--- config.mk ---
export PLATFORM = sky130hd
export DESIGN_NAME = udp_socket_demux_table_top
export DESIGN_NICKNAME = d
export VERILOG_FILES = /design/src/hw/rtl/udpdmx_pkg.sv /design/src/hw/rtl/udpdmx_ctrl.sv /design/src/hw/rtl/udpdmx_dpath.sv /design/src/hw/rtl/udp_socket_demux_table_top.sv
export VERILOG_INCLUDE_DIRS = /design/src /design/src/hw/rtl
export SDC_FILE = /design/constraint.sdc
export NUM_CORES = 1
export LEC_CHECK = 0
export BUFFER_PORTS_ARGS = -buffer_cell sky130_fd_sc_hd__buf_2
export CORE_MARGIN = 4
export CORE_UTILIZATION = 40
export DETAILED_ROUTE_END_ITERATION = 12
export SLEW_MARGIN = 20
export SYNTH_ARGS = -nofsm -noshare
export SYNTH_HDL_FRONTEND = slang
export SYNTH_SLANG_ARGS = --single-unit
--- constraint.sdc ---
create_clock -name clk -period 12.1 [get_ports clk]
set_input_delay 0.605 -clock clk [delete_from_list [all_inputs] [get_ports clk]]
set_output_delay 0.605 -clock clk [all_outputs]
set_load 0.1 [all_outputs]
--- src/hw/rtl/udp_socket_demux_table_top_assert.svh ---
// ----------------------------------------------------------------------------
// udp socket demux table assertion macros
// concurrent assertion wrappers shared by the table's rtl modules
// ----------------------------------------------------------------------------
`ifndef UDP_SOCKET_DEMUX_TABLE_TOP_ASSERT_SVH
`define UDP_SOCKET_DEMUX_TABLE_TOP_ASSERT_SVH

`ifndef NO_ASSERTIONS

// property must hold at every clock edge outside reset
`define UDPDMX_ASSERT(lbl, clk, rst_n, prop, msg) \
    lbl: assert property (@(posedge clk) disable iff (!rst_n) prop) else $error(msg);

// expression must never be true outside reset
`define UDPDMX_ASSERT_NEVER(lbl, clk, rst_n, expr, msg) \
    lbl: assert property (@(posedge clk) disable iff (!rst_n) !(expr)) else $error(msg);

`else

`define UDPDMX_ASSERT(lbl, clk, rst_n, prop, msg)

`define UDPDMX_ASSERT_NEVER(lbl, clk, rst_n, expr, msg)

`endif

`endif

--- src/hw/rtl/udpdmx_pkg.sv ---
// ----------------------------------------------------------------------------
// udp socket demux table package
// field widths, command and status codes, controller/datapath interface types
// ----------------------------------------------------------------------------
package udpdmx_pkg;

    localparam int unsigned TABLE_ENTRIES_DEF = 16;

    localparam int unsigned CMD_W    = 2;
    localparam int unsigned SLOT_W   = 4;
    localparam int unsigned ADDR_W   = 32;
    localparam int unsigned PORT_W   = 16;
    localparam int unsigned STATUS_W = 3;
    localparam int unsigned SCORE_W  = 3;

    localparam logic [CMD_W-1:0] CMD_BIND       = 2'd0;
    localparam logic [CMD_W-1:0] CMD_SET_REMOTE = 2'd1;
    localparam logic [CMD_W-1:0] CMD_LOOKUP     = 2'd2;

    localparam logic [STATUS_W-1:0] ST_OK          = 3'd0;
    localparam logic [STATUS_W-1:0] ST_PORT_IN_USE = 3'd1;
    localparam logic [STATUS_W-1:0] ST_TABLE_FULL  = 3'd2;
    localparam logic [STATUS_W-1:0] ST_NO_MATCH    = 3'd3;
    localparam logic [STATUS_W-1:0] ST_BAD         = 3'd4;

    localparam logic [SCORE_W-1:0] SCORE_NONE = 3'd0;
    localparam logic [SCORE_W-1:0] SCORE_FULL = 3'd7;

    // which result the datapath latches when a request finishes
    typedef enum logic [2:0] {
        FIN_BAD,
        FIN_IN_USE,
        FIN_FULL,
        FIN_BIND_OK,
        FIN_SET_OK,
        FIN_LOOKUP
    } fin_kind_t;

    typedef struct packed {
        logic      load;
        logic      start;
        logic      fin;
        fin_kind_t kind;
    } dmx_ctl_t;

    typedef struct packed {
        logic [CMD_W-1:0] cmd;
        logic             port_zero;
        logic             slot_bad;
        logic             empty;
        logic             full;
        logic             rd_vld;
        logic             rd_last;
        logic             port_hit;
        logic             full_hit;
    } dmx_sts_t;

endpackage

--- src/hw/rtl/udpdmx_ctrl.sv ---
// ----------------------------------------------------------------------------
// udp socket demux table controller
// request sequencing: decode, table scan, result handshake
// ----------------------------------------------------------------------------
`include "udp_socket_demux_table_top_assert.svh"

module udpdmx_ctrl (
    input  logic                 clk,
    input  logic                 rst_n,
    input  logic                 in_valid,
    output logic                 in_stall,
    output logic                 out_valid,
    input  logic                 out_stall,
    input  udpdmx_pkg::dmx_sts_t sts,
    output udpdmx_pkg::dmx_ctl_t ctl
);
    import udpdmx_pkg::*;

    typedef enum logic [1:0] {
        S_IDLE,
        S_DECODE,
        S_SCAN,
        S_RESP
    } state_t;

    state_t state_reg;
    state_t state_next;
    logic   out_valid_reg;
    logic   out_valid_next;

    always_comb
    begin
        state_next     = state_reg;
        out_valid_next = out_valid_reg;
        ctl.load       = 1'b0;
        ctl.start      = 1'b0;
        ctl.fin        = 1'b0;
        ctl.kind       = FIN_BAD;
        unique case (state_reg)
            S_IDLE:
            begin
                if (in_valid)
                begin
                    ctl.load   = 1'b1;
                    state_next = S_DECODE;
                end
            end
            S_DECODE:
            begin
                unique case (sts.cmd)
                    CMD_BIND:
                    begin
                        if (sts.port_zero)
                        begin
                            ctl.fin  = 1'b1;
                            ctl.kind = FIN_BAD;
                        end
                        else if (sts.empty)
                        begin
                            ctl.fin  = 1'b1;
                            ctl.kind = FIN_BIND_OK;
                        end
                        else
                        begin
                            ctl.start = 1'b1;
                        end
                    end
                    CMD_SET_REMOTE:
                    begin
                        ctl.fin  = 1'b1;
                        ctl.kind = sts.slot_bad ? FIN_BAD : FIN_SET_OK;
                    end
                    CMD_LOOKUP:
                    begin
                        if (sts.empty)
                        begin
                            ctl.fin  = 1'b1;
                            ctl.kind = FIN_LOOKUP;
                        end
                        else
                        begin
                            ctl.start = 1'b1;
                        end
                    end
                    default:
                    begin
                        ctl.fin  = 1'b1;
                        ctl.kind = FIN_BAD;
                    end
                endcase
                if (ctl.fin)
                begin
                    state_next     = S_RESP;
                    out_valid_next = 1'b1;
                end
                else
                begin
                    state_next = S_SCAN;
                end
            end
            S_SCAN:
            begin
                if (sts.cmd == CMD_BIND)
                begin
                    // a held port ends the scan at once
                    if (sts.port_hit)
                    begin
                        ctl.fin  = 1'b1;
                        ctl.kind = FIN_IN_USE;
                    end
                    else if (sts.rd_vld && sts.rd_last)
                    begin
                        ctl.fin  = 1'b1;
                        ctl.kind = sts.full ? FIN_FULL : FIN_BIND_OK;
                    end
                end
                else
                begin
                    if (sts.full_hit || (sts.rd_vld && sts.rd_last))
                    begin
                        ctl.fin  = 1'b1;
                        ctl.kind = FIN_LOOKUP;
                    end
                end
                if (ctl.fin)
                begin
                    state_next     = S_RESP;
                    out_valid_next = 1'b1;
                end
            end
            S_RESP:
            begin
                if (!out_stall)
                begin
                    out_valid_next = 1'b0;
                    state_next     = S_IDLE;
                end
            end
            default:
            begin
                state_next     = S_IDLE;
                out_valid_next = 1'b0;
            end
        endcase
    end

    always_ff @(posedge clk or negedge rst_n)
    begin
        if (!rst_n)
        begin
            state_reg     <= S_IDLE;
            out_valid_reg <= 1'b0;
        end
        else
        begin
            state_reg     <= state_next;
            out_valid_reg <= out_valid_next;
        end
    end

    assign in_stall  = (state_reg != S_IDLE);
    assign out_valid = out_valid_reg;

    `UDPDMX_ASSERT(a_one_request, clk, rst_n, in_valid && !in_stall |=> in_stall, "request accepted while another in flight")
    `UDPDMX_ASSERT(a_resp_once, clk, rst_n, out_valid && !out_stall |=> !out_valid, "result delivered twice")
    `UDPDMX_ASSERT_NEVER(a_scan_empty, clk, rst_n, ctl.start && sts.empty, "scan started on empty table")

endmodule

--- src/hw/rtl/udpdmx_dpath.sv ---
// ----------------------------------------------------------------------------
// udp socket demux table datapath
// request registers, entry memories, scan pointer, match scoring, result
// ----------------------------------------------------------------------------
`include "udp_socket_demux_table_top_assert.svh"

module udpdmx_dpath #(
    parameter int unsigned TABLE_ENTRIES = udpdmx_pkg::TABLE_ENTRIES_DEF
) (
    input  logic                              clk,
    input  logic                              rst_n,
    input  udpdmx_pkg::dmx_ctl_t              ctl,
    output udpdmx_pkg::dmx_sts_t              sts,
    input  logic [udpdmx_pkg::CMD_W-1:0]      cmd,
    input  logic [udpdmx_pkg::SLOT_W-1:0]     slot,
    input  logic [udpdmx_pkg::ADDR_W-1:0]     local_addr,
    input  logic [udpdmx_pkg::PORT_W-1:0]     local_port,
    input  logic [udpdmx_pkg::ADDR_W-1:0]     remote_addr,
    input  logic [udpdmx_pkg::PORT_W-1:0]     remote_port,
    output logic [udpdmx_pkg::STATUS_W-1:0]   status,
    output logic [udpdmx_pkg::SLOT_W-1:0]     hit_slot,
    output logic [udpdmx_pkg::SCORE_W-1:0]    match_score
);
    import udpdmx_pkg::*;

    localparam int unsigned IW = (TABLE_ENTRIES > 1) ? $clog2(TABLE_ENTRIES) : 1;
    localparam int unsigned CW = $clog2(TABLE_ENTRIES + 1);
    localparam int unsigned SW = (CW > SLOT_W) ? CW : SLOT_W;
    localparam int unsigned HW = (IW > SLOT_W) ? IW : SLOT_W;
    localparam int unsigned EW = ADDR_W + PORT_W;
    localparam logic [CW-1:0] FILL_MAX = CW'(TABLE_ENTRIES);

    // request registers
    logic [CMD_W-1:0]  cmd_reg;
    logic [SLOT_W-1:0] slot_reg;
    logic [ADDR_W-1:0] laddr_reg;
    logic [PORT_W-1:0] lport_reg;
    logic [ADDR_W-1:0] raddr_reg;
    logic [PORT_W-1:0] rport_reg;

    // entry store: {address, port} for local and remote side
    logic [EW-1:0] loc_mem [TABLE_ENTRIES];
    logic [EW-1:0] rem_mem [TABLE_ENTRIES];
    logic [EW-1:0] loc_rd_reg;
    logic [EW-1:0] rem_rd_reg;

    logic [CW-1:0]      fill_reg;
    logic [CW-1:0]      fill_m1;
    logic [IW-1:0]      ptr_reg;
    logic               issue_reg;
    logic               rd_vld_reg;
    logic               rd_last_reg;
    logic [IW-1:0]      rd_idx_reg;
    logic [SCORE_W-1:0] best_score_reg;
    logic [IW-1:0]      best_slot_reg;

    logic [STATUS_W-1:0] status_reg;
    logic [SLOT_W-1:0]   hit_slot_reg;
    logic [SCORE_W-1:0]  score_reg;

    logic               scan_up;
    logic               ptr_last;
    logic [SW-1:0]      slot_ext;
    logic [IW-1:0]      wr_addr;
    logic               wr_bind;
    logic               wr_set;

    logic [ADDR_W-1:0]  e_laddr;
    logic [PORT_W-1:0]  e_lport;
    logic [ADDR_W-1:0]  e_raddr;
    logic [PORT_W-1:0]  e_rport;
    logic               la_nz;
    logic               ra_nz;
    logic               rp_nz;
    logic               port_eq;
    logic               match;
    logic [1:0]         nz_cnt;
    logic [SCORE_W-1:0] score;
    logic               better;
    logic [SCORE_W-1:0] best_score_nx;
    logic [IW-1:0]      best_slot_nx;
    logic [HW-1:0]      best_slot_ext;
    logic [HW-1:0]      fill_ext;

    always_ff @(posedge clk)
    begin
        if (ctl.load)
        begin
            cmd_reg   <= cmd;
            slot_reg  <= slot;
            laddr_reg <= local_addr;
            lport_reg <= local_port;
            raddr_reg <= remote_addr;
            rport_reg <= remote_port;
        end
    end

    assign scan_up  = (cmd_reg == CMD_BIND);
    assign fill_m1  = fill_reg - CW'(1);
    assign ptr_last = scan_up ? (ptr_reg == fill_m1[IW-1:0]) : (ptr_reg == '0);
    assign slot_ext = SW'(slot_reg);
    assign wr_bind  = ctl.fin && (ctl.kind == FIN_BIND_OK);
    assign wr_set   = ctl.fin && (ctl.kind == FIN_SET_OK);
    assign wr_addr  = wr_bind ? fill_reg[IW-1:0] : slot_ext[IW-1:0];

    always_ff @(posedge clk)
    begin
        if (wr_bind)
        begin
            loc_mem[wr_addr] <= {laddr_reg, lport_reg};
            rem_mem[wr_addr] <= '0;
        end
        else if (wr_set)
        begin
            rem_mem[wr_addr] <= {raddr_reg, rport_reg};
        end
        if (issue_reg)
        begin
            loc_rd_reg <= loc_mem[ptr_reg];
            rem_rd_reg <= rem_mem[ptr_reg];
        end
    end

    // scan pointer: binds walk up from slot zero, lookups walk down from newest
    always_ff @(posedge clk or negedge rst_n)
    begin
        if (!rst_n)
        begin
            ptr_reg     <= '0;
            issue_reg   <= 1'b0;
            rd_vld_reg  <= 1'b0;
            rd_last_reg <= 1'b0;
            rd_idx_reg  <= '0;
        end
        else if (ctl.start)
        begin
            ptr_reg    <= scan_up ? '0 : fill_m1[IW-1:0];
            issue_reg  <= 1'b1;
            rd_vld_reg <= 1'b0;
        end
        else if (ctl.fin)
        begin
            issue_reg  <= 1'b0;
            rd_vld_reg <= 1'b0;
        end
        else
        begin
            rd_vld_reg  <= issue_reg;
            rd_last_reg <= ptr_last;
            rd_idx_reg  <= ptr_reg;
            if (issue_reg)
            begin
                ptr_reg <= scan_up ? (ptr_reg + IW'(1)) : (ptr_reg - IW'(1));
                if (ptr_last)
                begin
                    issue_reg <= 1'b0;
                end
            end
        end
    end

    assign e_laddr = loc_rd_reg[EW-1:PORT_W];
    assign e_lport = loc_rd_reg[PORT_W-1:0];
    assign e_raddr = rem_rd_reg[EW-1:PORT_W];
    assign e_rport = rem_rd_reg[PORT_W-1:0];

    assign la_nz   = (e_laddr != '0);
    assign ra_nz   = (e_raddr != '0);
    assign rp_nz   = (e_rport != '0);
    assign port_eq = (e_lport == lport_reg);
    assign match   = rd_vld_reg && port_eq
                     && (!la_nz || (e_laddr == laddr_reg))
                     && (!ra_nz || (e_raddr == raddr_reg))
                     && (!rp_nz || (e_rport == rport_reg));
    // one plus two per matched specific field
    assign nz_cnt  = {1'b0, la_nz} + {1'b0, ra_nz} + {1'b0, rp_nz};
    assign score   = {nz_cnt, 1'b1};
    // strict compare keeps the newer slot on ties since the walk goes downward
    assign better  = match && (score > best_score_reg);

    assign best_score_nx = better ? score : best_score_reg;
    assign best_slot_nx  = better ? rd_idx_reg : best_slot_reg;
    assign best_slot_ext = HW'(best_slot_nx);
    assign fill_ext      = HW'(fill_reg[IW-1:0]);

    always_ff @(posedge clk or negedge rst_n)
    begin
        if (!rst_n)
        begin
            fill_reg       <= '0;
            best_score_reg <= SCORE_NONE;
            best_slot_reg  <= '0;
        end
        else
        begin
            if (wr_bind)
            begin
                fill_reg <= fill_reg + CW'(1);
            end
            if (ctl.start)
            begin
                best_score_reg <= SCORE_NONE;
                best_slot_reg  <= '0;
            end
            else
            begin
                best_score_reg <= best_score_nx;
                best_slot_reg  <= best_slot_nx;
            end
        end
    end

    always_ff @(posedge clk)
    begin
        if (ctl.fin)
        begin
            hit_slot_reg <= '0;
            score_reg    <= SCORE_NONE;
            unique case (ctl.kind)
                FIN_IN_USE:  status_reg <= ST_PORT_IN_USE;
                FIN_FULL:    status_reg <= ST_TABLE_FULL;
                FIN_BIND_OK:
                begin
                    status_reg   <= ST_OK;
                    hit_slot_reg <= fill_ext[SLOT_W-1:0];
                end
                FIN_SET_OK:
                begin
                    status_reg   <= ST_OK;
                    hit_slot_reg <= slot_reg;
                end
                FIN_LOOKUP:
                begin
                    if (best_score_nx == SCORE_NONE)
                    begin
                        status_reg <= ST_NO_MATCH;
                    end
                    else
                    begin
                        status_reg   <= ST_OK;
                        hit_slot_reg <= best_slot_ext[SLOT_W-1:0];
                        score_reg    <= best_score_nx;
                    end
                end
                default:     status_reg <= ST_BAD;
            endcase
        end
    end

    assign status      = status_reg;
    assign hit_slot    = hit_slot_reg;
    assign match_score = score_reg;

    assign sts.cmd       = cmd_reg;
    assign sts.port_zero = (lport_reg == '0);
    assign sts.slot_bad  = (slot_ext >= SW'(fill_reg));
    assign sts.empty     = (fill_reg == '0);
    assign sts.full      = (fill_reg == FILL_MAX);
    assign sts.rd_vld    = rd_vld_reg;
    assign sts.rd_last   = rd_last_reg;
    assign sts.port_hit  = rd_vld_reg && port_eq;
    assign sts.full_hit  = match && (score == SCORE_FULL);

    `UDPDMX_ASSERT_NEVER(a_fill_range, clk, rst_n, fill_reg > FILL_MAX, "fill count beyond table size")
    `UDPDMX_ASSERT(a_fill_by_bind, clk, rst_n, fill_reg != $past(fill_reg) |-> $past(wr_bind), "fill count moved without a bind")
    `UDPDMX_ASSERT(a_read_issued, clk, rst_n, rd_vld_reg |-> $past(issue_reg), "read data flagged without a read issued")

endmodule

--- src/hw/rtl/udp_socket_demux_table_top.sv ---
// ----------------------------------------------------------------------------
// udp socket demux table
// socket table with bind, set-remote and wildcard best-match lookup
// ----------------------------------------------------------------------------
// One request is handled at a time. Set-remote, rejected binds (port zero)
// and requests on an empty table present their result straight from the
// decode state; bind and lookup read the entry memory through its
// single read port, one bound entry per cycle, and present the result once
// the scan ends: after all bound entries are read, or earlier when a held
// port (bind) or a full-score match (lookup) ends the scan.
// The next request is taken the cycle after the result is taken.
// Entries are appended in slot order; a zero address or remote port in an
// entry matches anything, and on equal score the higher slot wins.
module udp_socket_demux_table_top #(
    parameter int unsigned TABLE_ENTRIES = udpdmx_pkg::TABLE_ENTRIES_DEF
) (
    input  logic                              clk,
    input  logic                              rst_n,
    input  logic                              in_valid,
    output logic                              in_stall,
    input  logic [udpdmx_pkg::CMD_W-1:0]      cmd,
    input  logic [udpdmx_pkg::SLOT_W-1:0]     slot,
    input  logic [udpdmx_pkg::ADDR_W-1:0]     local_addr,
    input  logic [udpdmx_pkg::PORT_W-1:0]     local_port,
    input  logic [udpdmx_pkg::ADDR_W-1:0]     remote_addr,
    input  logic [udpdmx_pkg::PORT_W-1:0]     remote_port,
    output logic                              out_valid,
    input  logic                              out_stall,
    output logic [udpdmx_pkg::STATUS_W-1:0]   status,
    output logic [udpdmx_pkg::SLOT_W-1:0]     hit_slot,
    output logic [udpdmx_pkg::SCORE_W-1:0]    match_score
);
    import udpdmx_pkg::*;

    dmx_ctl_t ctl;
    dmx_sts_t sts;

    udpdmx_ctrl u_ctrl (
        .clk       (clk),
        .rst_n     (rst_n),
        .in_valid  (in_valid),
        .in_stall  (in_stall),
        .out_valid (out_valid),
        .out_stall (out_stall),
        .sts       (sts),
        .ctl       (ctl)
    );

    udpdmx_dpath #(
        .TABLE_ENTRIES (TABLE_ENTRIES)
    ) u_dpath (
        .clk         (clk),
        .rst_n       (rst_n),
        .ctl         (ctl),
        .sts         (sts),
        .cmd         (cmd),
        .slot        (slot),
        .local_addr  (local_addr),
        .local_port  (local_port),
        .remote_addr (remote_addr),
        .remote_port (remote_port),
        .status      (status),
        .hit_slot    (hit_slot),
        .match_score (match_score)
    );

endmodule
==> impl_metrics.csv <==
group,metric,value,unit
critical_path,cpPeakStageDelay,810,ps
cts,htreeDepth,4,
critical_path,crit_arrival,6200,ps
placed_design,place.detailed.hpwl,85300,um
cts,clockRootBuffer,"clkbuf_16",
critical_path,worstSetupStartpointType,"flip-flop",
global_route,grt_max_degree,145,
cts,cts.sinks,1770,
cts,cts_setup_buffers,0,
pwr,p_comb_share,22.5,%
placed_design,place.port_buffers,117,
logic_synthesis,syn_nets,2978,
finish,fillers,13656,
logic_synthesis,syn_inst,2854,
global_route,grt.total_usage,18.1,%
finish,drive_above_1_share,30.0,%
cts,cts_buffers,182,
critical_path,end_kind,"flip-flop",
critical_path,worst-path-max-fanout,54,
pwr,p_sw,4.69,mW
placed_design,place_ws,6270,ps
logic_synthesis,synth_edf_count,1744,
floorplanning,dieArea,0.176,mm^2
pwr,p_leak,25.3,nW
critical_path,required,12520,ps
placed_design,gp_congestion,0.793,
timing,period_needed,5780,ps
finish,finalNonFillerCells,5534,
finish,syn_to_final_growth,15.2,%
pwr,p_clk_share,32.3,%
timing,tns,0,ps
logic_synthesis,yosysWarnings,0,
timing,final.setup_skew,30.2,ps
pwr,internal_power,12.3,mW
critical_path,critical_path_class,"flip-flop to flip-flop",
global_route,grt_pass1_wl,231000,um
timing,layout_setup_ws,6320,ps
routing,drt_first_pass_iters,6,
cts,cts_resized,0,
timing,relSlewSlack,22.7,%
timing,hold_violations,0,
timing,holdWs,48.9,ps
cts,ctsHoldBuffers,90,
floorplanning,die_h,420,um
floorplanning,initial_utilization,40.4,%
logic_synthesis,ys_types,79,
cts,clk_path_buf_depth,3,
timing,slew_viol_final,0,
pwr,seqPwrFrac,45.2,%
routing,wire_per_inst,28.5,um
timing,fin_crit_sh,47.8,%
logic_synthesis,synthArstFlopShare,1.47,%
routing,ant_nets,0,
logic_synthesis,ys_seq_area_share,78.1,%
floorplanning,die_x,420,um
critical_path,critPathMostFrequentCell,"buf_4",
cts,clkLatencyLatePin,800,ps
timing,worstMarginPinSlew,1160,ps
outcome,outcome,"completed",
cts,cts_tree,"done",
floorplanning,coreArea,0.168,mm^2
timing,fmax,0.173,GHz
pwr,power_density,217,mW/mm^2
routing,route.detailed.drc,0,
routing,vias_per_cell,5.56,
finish,fin_nets,3301,
pwr,peakVddDrop,0.173,mV
critical_path,worstPathCellList,"xor2_1 -> or4_1 -> nor4_1 -> o211ai_1 -> nor4_2 -> o31a_2 -> buf_4 -> a41oi_2 -> nor2_4 -> buf_4",
floorplanning,row_count,150,
routing,wl,158000,um
finish,top_regs,"u_dpath.loc_mem (768), u_dpath.rem_mem (768)",
routing,vias,30755,
floorplanning,io_pins,118,
logic_synthesis,synth_top_cell_by_area,"edfxtp_1",
global_route,grt-ovfl-total,0,
cts,clk_pin_slew,60,ps
pwr,sw_frac_of_total,27.7,%
logic_synthesis,synth_top_area_share,77.1,%
global_route,grt_pass1_vias,32000,
logic_synthesis,synth_area_per_cell,23.8,um^2
timing,grt_setup_unrepaired,"false",
global_route,antenna_found_initial,5,
logic_synthesis,ys_seq_elements,1770,
logic_synthesis,ys_top_cells_by_area,"edfxtp_1 (77%), mux4_2 (16%), xnor2_1 (1.3%)",
flow_run,cap_violations,0,
placed_design,dp_cells,5107,
logic_synthesis,synthesis.area,0.0679,mm^2
routing,first_iter_violations,2950,
worst_hold_path,hp-class,"input pin to flip-flop",
timing,finalSetupViolCount,0,
critical_path,cpMaxStageDelayCell,"nor2_4",
logic_synthesis,synth_top_flop_cell,"edfxtp_1",
==> path summary, 6_finish.rpt <==
| check | from | to | slack [ps] | cells after the start |
|---|---|---|---|---|
| worst min-delay path | local_port[13] | u_dpath.lport_reg[13] | 50 | 1 |
| max in group asynchronous | rst_n | u_dpath.ptr_reg[3] | 11200 | 2 |
| worst min register to register | u_dpath.best_slot_reg[2] | u_dpath.best_slot_reg[2] | 520 | 2 |
| worst max-delay path | u_dpath.lport_reg[8] | u_dpath.rem_mem[13][34] | 6320 | 10 |
| min in group asynchronous | rst_n | u_dpath.best_slot_reg[1] | 410 | 2 |
| worst max register to register | u_dpath.lport_reg[8] | u_dpath.rem_mem[13][34] | 6320 | 10 |
==> cell usage after synthesis, types with 3 or more instances <==
cell type  instances
buf_2              7
nor3b_1            4
nand2_4            3
xnor2_1           99
clkbuf_1          71
o221ai_1           4
mux2_1             5
xor2_1             9
nor2_1            47
mux2_2             3
o31ai_1            4
inv_1             20
a21oi_1           12
dfrtp_1           26
nor4_1            36
a21o_1             4
nor3_2             7
buf_1             48
or3_1              5
nor3_1             7
and2_1             4
buf_4              3
ha_1              16
nand2_1           19
nand4_1           31
and3_1            48
edfxtp_1        1744
mux2i_1            6
nand3_1            5
o22ai_1            3
o21ai_0           11
mux4_2           480
==> per-stage QoR <==
step           power, mW  cell area, um^2  util, %
2_1_floorplan       10.4            67900        -
3_3_place_gp        11.7            71500     42.5
3_5_place_dp        11.7            71500     42.5
4_1_cts             17.2            78200     46.5
5_1_grt             17.7            78200     46.5
6_report            17.0            78200     46.5
==> placed cells by master (no fill, tap or decap), types with 6 or more instances in the layout <==
cell type	instances
edfxtp_1	1744
mux4_2	480
clkbuf_16	185
buf_2	117
xnor2_1	99
dlygate4sd3_1	90
buf_4	61
and3_1	48
clkinv_1	42
nor4_1	36
clkinv_2	35
nand4_1	31
clkbuf_1	30
nor2_1	27
dfrtp_1	21
nor2_4	20
inv_1	19
nand2_1	19
ha_1	16
bufinv_16	16
clkinvlp_4	13
a21oi_1	12
o21ai_0	11
inv_6	11
xor2_1	9
nor3_4	8
nor3_1	7
mux2i_1	6
==> power by group through the flow <==
| stage | logic [mW] | clock network (mW) | registers (mW) |
|---|---|---|---|
| after floorplan | 2.73 | 0 | 7.65 |
| after global placement | 3.88 | 0 | 7.78 |
| after detailed placement | 3.87 | 0 | 7.79 |
| after CTS | 3.92 | 5.60 | 7.66 |
| after global routing | 4.09 | 5.87 | 7.70 |
| final | 3.82 | 5.48 | 7.66 |
==> kinds of logic (layout without fill, tap and decap cells) <==
kind of cell | after synthesis | count (layout) | share of synthesized area [%]
XOR/XNOR | 108 | 108 | 1.39
flip-flops | 1770 | 1770 | 78.1
other | 0 | 1 | 0
adder cells (fa/ha/maj) | 18 | 18 | 0.354
AND/OR/NAND/NOR | 240 | 240 | 2.17
multiplexers | 496 | 496 | 16.2
AO/OA/AOI/OAI | 69 | 69 | 0.872
buffers and inverters | 153 | 628 | 0.914
==> cell type report <==
cell class	count	area (um^2)	area share, %
Sequential cell	1770	53000	67.8
Multi-Input combinational cell	931	14500	18.5
Clock buffer	215	4740	6.06
Tap cell	2204	2760	3.53
Timing Repair Buffer	271	2000	2.56
Clock inverter	121	1080	1.38
Inverter	21	80.1	0.102
Antenna cell	1	2.50	0.00320
==> worst max-delay path: cells and delay by family (launching register included) <==
family / cells / cell delay [ps]
DFF: 1 / 640
buffers and inverters: 2 / 1180
and+or+nand+nor: 4 / 2240
AOI/OAI and AO/OA: 3 / 980
xor gates and xnor gates: 1 / 280
==> per-layer routing <==
metal	global-route usage (%)	share of wire, %	vias to the layer above
met5	0	0.0082	-
met4	5.50	2.6	2
met3	2.44	4.8	227
met2	30.2	51	913
met1	24.9	42	16720
li1	-	-	12893
Note: power is estimated with default switching activity, not from simulation.
